===== src/rtl/sha256_byte_stream_hasher_assert.svh =====
// Assertion macros shared by the SHA-256 byte stream hasher modules
`ifndef SHA256_BYTE_STREAM_HASHER_ASSERT_SVH
`define SHA256_BYTE_STREAM_HASHER_ASSERT_SVH

// same-cycle implication, clocked on clk, quiet during rst
`define SBSH_ASSERT_NOW(label, ante, cons, msg) \
  label: assert property (@(posedge clk) disable iff (rst) (ante) |-> (cons)) \
    else $error(msg);

// next-cycle implication, clocked on clk, quiet during rst
`define SBSH_ASSERT_NEXT(label, ante, cons, msg) \
  label: assert property (@(posedge clk) disable iff (rst) (ante) |=> (cons)) \
    else $error(msg);

`endif


===== src/rtl/sbsh_pkg.sv =====
// Types, constants and round functions of the SHA-256 byte stream hasher
`default_nettype none

package sbsh_pkg;

  typedef logic [31:0] word_t;

  // one classified request from the front to the back
  typedef struct packed {
    logic [7:0] data;
    logic       has_byte;
    logic       is_end;
  } cmd_t;

  typedef enum logic [2:0] {
    ST_IDLE,
    ST_PAD,
    ST_PAD2,
    ST_ROUND,
    ST_FINAL
  } state_t;

  // what the block being compressed is
  typedef enum logic [1:0] {
    BLK_DATA,
    BLK_MORE,
    BLK_LAST
  } blk_t;

  localparam logic [7:0] PAD_BYTE  = 8'h80;
  localparam logic [5:0] LEN_POS   = 6'd56;
  localparam logic [5:0] LAST_POS  = 6'd63;
  localparam logic [5:0] LAST_RND  = 6'd63;
  localparam logic [1:0] LAST_WORD = 2'd3;

  localparam word_t ROUND_K [64] = '{
    32'h428a2f98, 32'h71374491, 32'hb5c0fbcf, 32'he9b5dba5,
    32'h3956c25b, 32'h59f111f1, 32'h923f82a4, 32'hab1c5ed5,
    32'hd807aa98, 32'h12835b01, 32'h243185be, 32'h550c7dc3,
    32'h72be5d74, 32'h80deb1fe, 32'h9bdc06a7, 32'hc19bf174,
    32'he49b69c1, 32'hefbe4786, 32'h0fc19dc6, 32'h240ca1cc,
    32'h2de92c6f, 32'h4a7484aa, 32'h5cb0a9dc, 32'h76f988da,
    32'h983e5152, 32'ha831c66d, 32'hb00327c8, 32'hbf597fc7,
    32'hc6e00bf3, 32'hd5a79147, 32'h06ca6351, 32'h14292967,
    32'h27b70a85, 32'h2e1b2138, 32'h4d2c6dfc, 32'h53380d13,
    32'h650a7354, 32'h766a0abb, 32'h81c2c92e, 32'h92722c85,
    32'ha2bfe8a1, 32'ha81a664b, 32'hc24b8b70, 32'hc76c51a3,
    32'hd192e819, 32'hd6990624, 32'hf40e3585, 32'h106aa070,
    32'h19a4c116, 32'h1e376c08, 32'h2748774c, 32'h34b0bcb5,
    32'h391c0cb3, 32'h4ed8aa4a, 32'h5b9cca4f, 32'h682e6ff3,
    32'h748f82ee, 32'h78a5636f, 32'h84c87814, 32'h8cc70208,
    32'h90befffa, 32'ha4506ceb, 32'hbef9a3f7, 32'hc67178f2
  };

  localparam word_t INIT_H [8] = '{
    32'h6a09e667, 32'hbb67ae85, 32'h3c6ef372, 32'ha54ff53a,
    32'h510e527f, 32'h9b05688c, 32'h1f83d9ab, 32'h5be0cd19
  };

  function automatic word_t big0(input word_t a);
    return {a[1:0], a[31:2]} ^ {a[12:0], a[31:13]} ^ {a[21:0], a[31:22]};
  endfunction

  function automatic word_t big1(input word_t e);
    return {e[5:0], e[31:6]} ^ {e[10:0], e[31:11]} ^ {e[24:0], e[31:25]};
  endfunction

  function automatic word_t small0(input word_t x);
    return {x[6:0], x[31:7]} ^ {x[17:0], x[31:18]} ^ {3'b000, x[31:3]};
  endfunction

  function automatic word_t small1(input word_t y);
    return {y[16:0], y[31:17]} ^ {y[18:0], y[31:19]} ^ {10'b0, y[31:10]};
  endfunction

endpackage

`default_nettype wire


===== src/rtl/sbsh_front.sv =====
// Front: accepts input items, drops idle ones and queues byte and end requests
`default_nettype none

module sbsh_front import sbsh_pkg::*; #(
  parameter int unsigned QDepth = 4
) (
  input  logic       clk,
  input  logic       rst,
  input  logic       push,
  output logic       full,
  input  logic [7:0] data_byte,
  input  logic       byte_valid,
  input  logic       last,
  output cmd_t       cmd,
  output logic       cmd_valid,
  input  logic       cmd_pop
);

  localparam int unsigned PtrW = (QDepth > 1) ? $clog2(QDepth) : 1;
  localparam int unsigned CntW = $clog2(QDepth + 1);
  localparam logic [CntW-1:0] CntFull = CntW'(QDepth);

  cmd_t            q [QDepth];
  cmd_t            q_in;
  logic [CntW-1:0] cnt;
  logic [PtrW-1:0] wr_idx;
  logic            take;
  logic            keep;
  logic            q_push;
  logic            q_pop;

  assign full      = (cnt == CntFull);
  assign take      = push && !full;
  assign keep      = byte_valid || last;
  assign q_push    = take && keep;
  assign cmd_valid = (cnt != '0);
  assign q_pop     = cmd_pop && cmd_valid;
  assign cmd       = q[0];
  assign wr_idx    = PtrW'(cnt - CntW'(q_pop));
  assign q_in      = '{data: data_byte, has_byte: byte_valid, is_end: last};

  always_ff @(posedge clk) begin
    if (rst) begin
      cnt <= '0;
    end else begin
      cnt <= cnt + CntW'(q_push) - CntW'(q_pop);
    end
  end

  // head sits in entry 0; a pop shifts the rest down
  always_ff @(posedge clk) begin
    for (int i = 0; i < int'(QDepth) - 1; i++) begin
      if (q_push && wr_idx == PtrW'(i)) begin
        q[i] <= q_in;
      end else if (q_pop) begin
        q[i] <= q[i + 1];
      end
    end
    if (q_push && wr_idx == PtrW'(QDepth - 1)) begin
      q[QDepth - 1] <= q_in;
    end
  end

`include "sha256_byte_stream_hasher_assert.svh"

  `SBSH_ASSERT_NOW(a_cnt_bound, 1'b1, cnt <= CntFull, "request queue count beyond depth")
  `SBSH_ASSERT_NEXT(a_idle_dropped, take && !keep && !q_pop, cnt == $past(cnt),
                    "idle request entered the queue")
  `SBSH_ASSERT_NEXT(a_push_counts, q_push && !q_pop, cnt == $past(cnt) + CntW'(1),
                    "queued request not counted")

endmodule

`default_nettype wire


===== src/rtl/sbsh_core.sv =====
// Back: block buffer, padding, one-round-per-cycle compression and digest buffer
`default_nettype none

module sbsh_core import sbsh_pkg::*; (
  input  logic        clk,
  input  logic        rst,
  input  cmd_t        cmd,
  input  logic        cmd_valid,
  output logic        cmd_pop,
  output logic        empty,
  input  logic        pop,
  output logic [63:0] digest_word,
  output logic [1:0]  word_index,
  output logic        last_word
);

  state_t      state;
  state_t      state_next;
  blk_t        blk;
  logic        end_pend;
  logic [60:0] msg_cnt;
  word_t       hash [8];
  word_t       v [8];
  word_t       w [16];
  word_t       dig [8];
  logic [5:0]  rnd;
  logic        out_busy;
  logic [1:0]  out_idx;

  logic [5:0]  pos;
  logic [63:0] len_bits;
  word_t       t1;
  word_t       t2;
  word_t       w_new;
  word_t       hash_sum [8];
  word_t       pad_word [16];

  assign pos      = msg_cnt[5:0];
  assign len_bits = {msg_cnt, 3'b000};
  assign t1 = v[7] + big1(v[4]) + ((v[4] & v[5]) ^ (~v[4] & v[6])) + ROUND_K[rnd] + w[0];
  assign t2 = big0(v[0]) + ((v[0] & v[1]) ^ (v[0] & v[2]) ^ (v[1] & v[2]));
  assign w_new = small1(w[14]) + w[9] + small0(w[1]) + w[0];

  always_comb begin
    for (int j = 0; j < 8; j++) begin
      hash_sum[j] = hash[j] + v[j];
    end
  end

  // 0x80 at the fill position, zeros after it, earlier bytes kept
  always_comb begin
    for (int j = 0; j < 16; j++) begin
      for (int b = 0; b < 4; b++) begin
        if (6'(4 * j + b) == pos) begin
          pad_word[j][31 - 8 * b -: 8] = PAD_BYTE;
        end else if (6'(4 * j + b) > pos) begin
          pad_word[j][31 - 8 * b -: 8] = 8'h00;
        end else begin
          pad_word[j][31 - 8 * b -: 8] = w[j][31 - 8 * b -: 8];
        end
      end
    end
  end

  always_ff @(posedge clk) begin
    if (rst) begin
      state <= ST_IDLE;
    end else begin
      state <= state_next;
    end
  end

  always_comb begin
    state_next = state;
    cmd_pop    = 1'b0;
    unique case (state)
      ST_IDLE: begin
        if (cmd_valid) begin
          cmd_pop = 1'b1;
          if (cmd.has_byte && pos == LAST_POS) begin
            state_next = ST_ROUND;
          end else if (cmd.is_end) begin
            state_next = ST_PAD;
          end
        end
      end
      ST_PAD:   state_next = ST_ROUND;
      ST_PAD2:  state_next = ST_ROUND;
      ST_ROUND: begin
        if (rnd == LAST_RND) begin
          state_next = ST_FINAL;
        end
      end
      ST_FINAL: begin
        unique case (blk)
          BLK_DATA: state_next = end_pend ? ST_PAD : ST_IDLE;
          BLK_MORE: state_next = ST_PAD2;
          BLK_LAST: begin
            if (!out_busy) begin
              state_next = ST_IDLE;
            end
          end
          default:  state_next = ST_IDLE;
        endcase
      end
      default: state_next = ST_IDLE;
    endcase
  end

  always_ff @(posedge clk) begin
    if (rst) begin
      hash     <= INIT_H;
      msg_cnt  <= '0;
      end_pend <= 1'b0;
      blk      <= BLK_DATA;
      rnd      <= '0;
      out_busy <= 1'b0;
      out_idx  <= '0;
    end else begin
      case (state)
        ST_IDLE: begin
          if (cmd_valid) begin
            end_pend <= cmd.is_end;
            blk      <= BLK_DATA;
            if (cmd.has_byte) begin
              w[pos[5:2]][{~pos[1:0], 3'b000} +: 8] <= cmd.data;
              msg_cnt <= msg_cnt + 61'd1;
              v       <= hash;
              rnd     <= '0;
            end
          end
        end
        ST_PAD: begin
          for (int j = 0; j < 14; j++) begin
            w[j] <= pad_word[j];
          end
          if (pos >= LEN_POS) begin
            w[14] <= pad_word[14];
            w[15] <= pad_word[15];
            blk   <= BLK_MORE;
          end else begin
            w[14] <= len_bits[63:32];
            w[15] <= len_bits[31:0];
            blk   <= BLK_LAST;
          end
          v   <= hash;
          rnd <= '0;
        end
        ST_PAD2: begin
          for (int j = 0; j < 14; j++) begin
            w[j] <= '0;
          end
          w[14] <= len_bits[63:32];
          w[15] <= len_bits[31:0];
          blk   <= BLK_LAST;
          v     <= hash;
          rnd   <= '0;
        end
        ST_ROUND: begin
          v[0] <= t1 + t2;
          v[1] <= v[0];
          v[2] <= v[1];
          v[3] <= v[2];
          v[4] <= v[3] + t1;
          v[5] <= v[4];
          v[6] <= v[5];
          v[7] <= v[6];
          for (int j = 0; j < 15; j++) begin
            w[j] <= w[j + 1];
          end
          w[15] <= w_new;
          rnd   <= rnd + 6'd1;
        end
        ST_FINAL: begin
          if (blk == BLK_LAST) begin
            if (!out_busy) begin
              dig      <= hash_sum;
              hash     <= INIT_H;
              msg_cnt  <= '0;
              end_pend <= 1'b0;
              out_busy <= 1'b1;
              out_idx  <= '0;
            end
          end else begin
            hash <= hash_sum;
          end
        end
        default: begin
        end
      endcase

      if (pop && out_busy) begin
        for (int j = 0; j < 6; j++) begin
          dig[j] <= dig[j + 2];
        end
        out_idx <= out_idx + 2'd1;
        if (out_idx == LAST_WORD) begin
          out_busy <= 1'b0;
        end
      end
    end
  end

  assign empty       = !out_busy;
  assign digest_word = {dig[0], dig[1]};
  assign word_index  = out_idx;
  assign last_word   = (out_idx == LAST_WORD);

`include "sha256_byte_stream_hasher_assert.svh"

  `SBSH_ASSERT_NEXT(a_digest_load, state == ST_FINAL && blk == BLK_LAST && !out_busy,
                    out_busy && out_idx == 2'd0 && msg_cnt == '0,
                    "digest not loaded or message not restarted")
  `SBSH_ASSERT_NEXT(a_pad_starts, state == ST_PAD || state == ST_PAD2,
                    state == ST_ROUND && rnd == 6'd0, "padding did not start a block")
  `SBSH_ASSERT_NEXT(a_out_drain, out_busy && pop && out_idx == LAST_WORD, !out_busy,
                    "digest buffer not freed after fourth word")

endmodule

`default_nettype wire


===== src/rtl/sha256_byte_stream_hasher.sv =====
// Top level of the SHA-256 byte stream hasher
//
//  channel  | handshake          | payload
//  ---------+--------------------+------------------------------------
//  input    | push / full        | data_byte, byte_valid, last
//  result   | empty / pop        | digest_word, word_index, last_word
//
// Each byte is written into the block buffer; each 64th byte starts the round loop,
// followed by the hash update that adds the working variables into the hash state.
// An end request runs the padding and then compresses one or two final blocks.
// The QDepth-entry request queue keeps taking items during compression;
// the digest sits in its own buffer, so the next message runs while it drains.
// Reset restores the initial hash values and clears both queues.
`default_nettype none

module sha256_byte_stream_hasher import sbsh_pkg::*; #(
  parameter int unsigned QDepth = 4
) (
  input  logic        clk,
  input  logic        rst,
  input  logic        push,
  output logic        full,
  input  logic [7:0]  data_byte,
  input  logic        byte_valid,
  input  logic        last,
  output logic        empty,
  input  logic        pop,
  output logic [63:0] digest_word,
  output logic [1:0]  word_index,
  output logic        last_word
);

  cmd_t cmd;
  logic cmd_valid;
  logic cmd_pop;

  sbsh_front #(
    .QDepth(QDepth)
  ) u_front (
    .clk       (clk),
    .rst       (rst),
    .push      (push),
    .full      (full),
    .data_byte (data_byte),
    .byte_valid(byte_valid),
    .last      (last),
    .cmd       (cmd),
    .cmd_valid (cmd_valid),
    .cmd_pop   (cmd_pop)
  );

  sbsh_core u_core (
    .clk        (clk),
    .rst        (rst),
    .cmd        (cmd),
    .cmd_valid  (cmd_valid),
    .cmd_pop    (cmd_pop),
    .empty      (empty),
    .pop        (pop),
    .digest_word(digest_word),
    .word_index (word_index),
    .last_word  (last_word)
  );

endmodule

`default_nettype wire

===== config.mk =====
export PLATFORM = sky130hd
export DESIGN_NAME = sha256_byte_stream_hasher
export DESIGN_NICKNAME = d
export VERILOG_FILES = /design/src/rtl/sbsh_pkg.sv /design/src/rtl/sbsh_front.sv /design/src/rtl/sbsh_core.sv /design/src/rtl/sha256_byte_stream_hasher.sv
export VERILOG_INCLUDE_DIRS = /design/src /design/src/rtl
export SDC_FILE = /design/constraint.sdc
export NUM_CORES = 2
export LEC_CHECK = 0
export ABC_AREA = 1
export BUFFER_PORTS_ARGS = -buffer_cell sky130_fd_sc_hd__clkbuf_2
export CAP_MARGIN = 20
export CORE_MARGIN = 3
export CORE_UTILIZATION = 30
export DETAILED_ROUTE_END_ITERATION = 8
export PLACE_DENSITY_LB_ADDON = 0.3
export SLEW_MARGIN = 0
export SYNTH_ARGS = -nofsm -noshare
export SYNTH_HDL_FRONTEND = slang
export SYNTH_HIERARCHICAL = 1
export SYNTH_SLANG_ARGS = --single-unit

===== constraint.sdc =====
create_clock -name clk -period 31.7 [get_ports clk]
set_input_delay 6.34 -clock clk [delete_from_list [all_inputs] [get_ports clk]]
set_output_delay 6.34 -clock clk [all_outputs]
set_load 0.05 [all_outputs]

Word-level counts from Yosys, hierarchy flattened
Memory sizes are Yosys's and may differ from the RTL's.
Cells that the tools add are included.
{ "totals": {"reg_bits": 847, "ram_bits": 552, "mem_bits_ro": 2048, "input_bits": 14, "wordCells": 558, "mem_count": 3} }
{ "op_classes": {"n_addsub": 25, "magnitude_cmp": 66, "n_eq_ne": 85, "shifts": 2, "muxes": 252, "bitwise_logic": 58, "n_reduce_logical": 35} }
{ "memory_table": {"columns": ["memory", "words", "word_bits", "read_ports", "rd_clocked_by_memory_dff", "wr", "line_no", "rtl"], "rows": [
  ["(name not given)", 64, 32, 1, 0, 0, "sbsh_core.sv:40", "assign t1 = v[7] + big1(v[4]) + ((v[4] & v[5]) ^ (~v[4] & v[6])) + ROUND_K[rnd] + w[0];"],
  ["u_core.w", 16, 32, 16, 0, 16, "sbsh_core.sv:24", "word_t w [16];"],
  ["u_front.q", 4, 10, 4, 0, 3, "sbsh_front.sv:23", "cmd_t q [QDepth];"]
]} }
{ "ops": {"columns": ["cell", "n"], "rows": [
  ["2-to-1 mux 256 bit", 7],
  ["2-to-1 mux 32 bit", 39],
  ["2-to-1 mux 8 bit", 128],
  ["one-hot mux 256 bit (3 select lines)", 1],
  ["adder 32 bit", 18],
  ["XOR 32 bit", 9],
  ["2-to-1 mux 61 bit", 4],
  ["equality test 6 bit (first input constant)", 32],
  ["greater-than comparator 6 bit (first input constant)", 32],
  ["2-to-1 mux 192 bit", 1],
  ["bitwise AND 32 bit", 5],
  ["one-hot mux 61 bit (2 select lines)", 1],
  ["equality test 5 x 6 -> 1 bit (first input constant)", 16],
  ["greater-than comparator 5 x 6 -> 1 bit (first input constant)", 16],
  ["adder 61 x 1 -> 61 bit (second input constant)", 1],
  ["equality test 4 x 6 -> 1 bit (first input constant)", 8],
  ["greater-than comparator 4 x 6 -> 1 bit (first input constant)", 8],
  ["2-to-1 mux 1 bit", 47],
  ["2-to-1 mux 10 bit", 4],
  ["OR 1 bit", 37],
  ["NOT 32 bit", 1],
  ["OR reduction 32 bit", 1],
  ["variable shift 8 x 7 -> 32 bit (first input constant)", 1],
  ["indexed part select 8 x 7 -> 32 bit", 1],
  ["other kinds (52)", 105]
]} }

Logic depth before layout (Yosys ltp)
{ "logic_depth": {"depth_word": 11, "ltp_mapped": 44, "depth_no_buf": 44} }

Hierarchy
The synthesis kept the hierarchy.
{ "by_module_without_submodules": {"columns": ["module", "instances", "cells_each", "area_per_inst_um2", "seq_area_each_um2"], "rows": [
  ["sbsh_core", 1, 11758, 91216.2, 37075.6],
  ["sbsh_front", 1, 185, 1938.1, 1261.2]
]} }

Least setup slack after synthesis
Ideal clock, no wire load.
{ "synth_path": {"kind": "input-to-reg", "from": "input rst", "to": "register u_core/v[0] (netlist bit) (enable)", "t_arrival_ns": 17.557, "slack_ns": 13.266, "stages": 4, "path_cell_list": "clkbuf_1 > clkbuf_1 > clkbuf_1 > nor2_1"} }
{ "synth_between": {"elab_chain_cells": 2} }
{ "synth_rtl": {"columns": ["item", "line_no", "rtl"], "rows": [
  ["start, declared", "sha256_byte_stream_hasher.sv:20", "input logic rst,"],
  ["NOT 1 bit (no line)", null, null],
  ["AND reduction 4 bit (no line)", null, null],
  ["end signal, assigned", "sbsh_core.sv:128", "v <= hash;"],
  ["end signal, assigned", "sbsh_core.sv:146", "v <= hash;"],
  ["end signal, assigned", "sbsh_core.sv:156", "v <= hash;"],
  ["end, declared", "sbsh_core.sv:23", "word_t v [8];"]
]} }
No other way between the ends.
A chain may end at the register's enable or synchronous reset.

Worst setup path in the final report
{ "layout_path": {"from": "register u_core.rnd[5]", "to": "register u_core/v[255] (netlist bit), data pin"} }
{ "layout_between": {"elab_chain_cells": 8} }
{ "layout_rtl": {"columns": ["item", "line_no", "rtl"], "rows": [
  ["start, declared", "sbsh_core.sv:26", "logic [5:0] rnd;"],
  ["start signal, assigned", "sbsh_core.sv:172", "rnd <= rnd + 6'd1;"],
  ["NOT 6 -> 7 bit (not written as such)", "sbsh_core.sv:40", null],
  ["memory read (64 x 32 bit)", null, null],
  ["2-to-1 mux 32 bit (not written as such) (2 in a row)", "sbsh_core.sv:40", null],
  ["adder 32 bit (2 in a row)", "sbsh_core.sv:40", null],
  ["adder 32 bit", "sbsh_core.sv:160", "v[0] <= t1 + t2;"],
  ["one-hot mux 256 bit (3 select lines)", "sbsh_core.sv:120", "case (state)"]
]} }
No other way between the ends. The select of a mux whose other input is x is not followed.

==> summary.txt <==
Clock network
  • Clock-pin slew on the worst setup and hold paths: 60 ps
  • Root buffer cell: clkbuf_16
  • TritonCTS Buffers: 171
  • CTS tree: built
  • Hold Buf Count CTS: 0
  • Clk sinks: 1,399
  • Clk Latency, worst-skew pair: 900 ps
  • H-tree Lvls: 4
  • Post-CTS Resized: 0
  • Post-CTS setup buffers: 0
  • Clk buf depth: 4

Synthesis
  • Post-synthesis sequential area ratio: 41.2%
  • Library cells used by synthesis: 66
  • Ys flop type: edfxtp_1
  • Syn_area_per_cell: 7.80 sq um
  • Cells after Synth: 11,900
  • Synth top area share: 33.3%
  • Net Count, Synth: between 10,000 and 15,000
  • EDFF count, synth: between 1,000 and 1,500
  • Synth cell count leaders: nand2_1, inv_1, edfxtp_1, nor2_1, a21oi_1
  • Yosys reg bits: approximately 1,400
  • Post-Syn Area: 93,200 sq um
  • Top post-synthesis cells by area: edfxtp_1, nand2_1, dfxtp_1, inv_1, ha_1
  • Ys Warns: 6
  • Largest area contributor in the netlist: edfxtp_1
  • Synth async-reset ratio: 0%
  • Top-count cell post-synth: nand2_1

Global routing
  • Number of global-route vias before repair: approximately 80,000
  • Largest net degree at the start of global routing: 199
  • Total GRT Usage: 24.4%
  • Grt ovf: 0
  • First-pass GRT wire length: 571 mm
  • Initial antenna violation count: 10

STA
  • Final period utilization: 30.2%
  • Max-slew violations: 0
  • Final Skew: 130 ps
  • Final Hold Fails: 0
  • Max Freq: approximately 100 MHz
  • Endpoints failing setup: 0
  • RSZ-0062 raised after global routing: false
  • Worst Max-Slew Pin Slew: 1210 ps
  • Post-Route Setup TNS: 0 ps
  • Slew HR: 18.4%
  • Period minus WS final: roughly 9600 ps

Setup path
  • Critical Path End Type: flip-flop
  • Crit path buffers/inverters: 8
  • Startpoint Class: flip-flop
  • CP max stage cell: clkinv_1
  • Critical path type: flip-flop to flip-flop
  • WP data required: 32,260 ps
  • Crit-path max cell delay: 820 ps
  • CP most frequent cell: nand2_1
  • Worst-path fanout max: 30
  • Worst EP arrival: 10,140 ps
  • CP top delay family: adder cells

Routing
  • Starting DRT DRC Count: 10,700
  • Final Routed Wirelength: 402 mm
  • Via density: 5.32
  • Drt pass-1 iters: 8
  • Via count: ~85,000
  • WL/cell: between 20 and 30 um
  • DRC: 0
  • ANT nets after route: 0

Final layout
  • Finished Cell Area: 103,000 sq um
  • Util after Layout: about 33%
  • FF/Latch Area: between 30,000 and 40,000 sq um
  • Share of cells above drive strength 1: 4.64%
  • Finished Layout Cells: 16,000
  • Area Growth Syn to Fin: 10.4%
  • Final net count: between 10,000 and 15,000
  • Multi-input gate area: 47,500 sq um
  • Fillers: 33,000

Floorplan
  • Initial core utilization: 30.3%
  • Die area: 317,000 sq um
  • Std-Cell Rows: roughly 200
  • Die width: between 500 and 600 um
  • Core area: ~300,000 sq um
  • Ports: 83
  • Die Ht: between 500 and 600 um

Placed design
  • PortBufs: 82
  • Placed Cells: 15,700
  • GP Congestion: ~1.1
  • Dpl cell area: around 100,000 sq um
  • Final HPWL DP: roughly 310 mm

Flow run
  • Number of max-cap violations: 0

Worst hold path
  • Hold WC Path Type: flip-flop to flip-flop

Run status
  • Status: completed
## cell usage in the layout (no fill, tap or decap), types with 81 or more instances in the layout
| master | n |
|---|---|
| a21oi_1 | 839 |
| clkbuf_2 | 81 |
| fa_1 | 196 |
| xnor2_1 | 183 |
| nand3_1 | 703 |
| ha_1 | 401 |
| o21ai_0 | 754 |
| xor2_1 | 252 |
| buf_4 | 96 |
| nand2_1 | 3533 |
| nand4_1 | 129 |
| nor2_1 | 854 |
| dfxtp_1 | 367 |
| inv_1 | 1334 |
| edfxtp_1 | 1032 |
| clkbuf_16 | 174 |
| nor3_1 | 135 |
## tightest hold or removal path: stages, from the launching register on
cell,delay (ps)
edfxtp_1,320
nand3_1,70
nand2_1,60
## sequential cells by signal, summed over array words and instances (netlist names)
| name | cells |
|---|---|
| u_core/digest_word | 64 |
| u_core/v | 256 |
| u_front/q | 40 |
| u_core/word_index | 2 |
| u_core/dig | 192 |
| u_core/msg_cnt | 61 |
| u_core/rnd | 6 |
| u_core/end_pend | 1 |
| u_core/state | 3 |
| u_core/out_busy | 1 |
| u_front/cnt | 3 |
| u_core/hash | 256 |
| u_core/w | 512 |
| u_core/blk | 2 |
## final timing paths
| path | slack, ps | depth (start not counted) | to | start |
|---|---|---|---|---|
| hold reg to reg | 470 | 2 | u_front/q[0][5] | u_front/q[1][5] |
| setup / recovery | 22110 | 34 | u_core/v[255] | u_core/rnd[5] |
| hold / removal | 470 | 2 | u_front/q[0][5] | u_front/q[1][5] |
| setup reg to reg | 22110 | 34 | u_core/v[255] | u_core/rnd[5] |
## layout make-up
cell class                      count  area share (%)
Sequential cell                  1399            37.3
Tap cell                         4100            4.99
Timing Repair Buffer              185            1.22
Inverter                         1360            4.99
Antenna cell                        7          0.0170
Clock inverter                    100           0.946
Multi-Input combinational cell   8678            46.1
Clock buffer                      207            4.44
## stage by stage
step           hold slack [ps]  worst slack (ps)
2_1_floorplan              440             13270
3_3_place_gp               454             21780
3_5_place_dp               461             21730
4_1_cts                    467             22350
5_1_grt                    501             21720
6_report                   470             22110
## kinds of logic after synthesis
family,share of synthesized area [%]
AOI/OAI and AO/OA,12.5
xor gates and xnor gates,4.09
adders and majority gates,9.77
buffers and inverters,7.97
DFF,41.2
and+or+nand+nor,24.5
## routing by layer
metal	global-route usage [%]	vias to the layer above	part of all wire (%)
li1	-	39300	-
met1	33.0	40900	42
met2	37.7	4227	43
met3	4.28	824	8.9
met4	11.9	0	5.8
met5	0	-	0
Power is not shown: default switching activity piles up to over one toggle a cycle in this logic, so the estimate is an artifact.
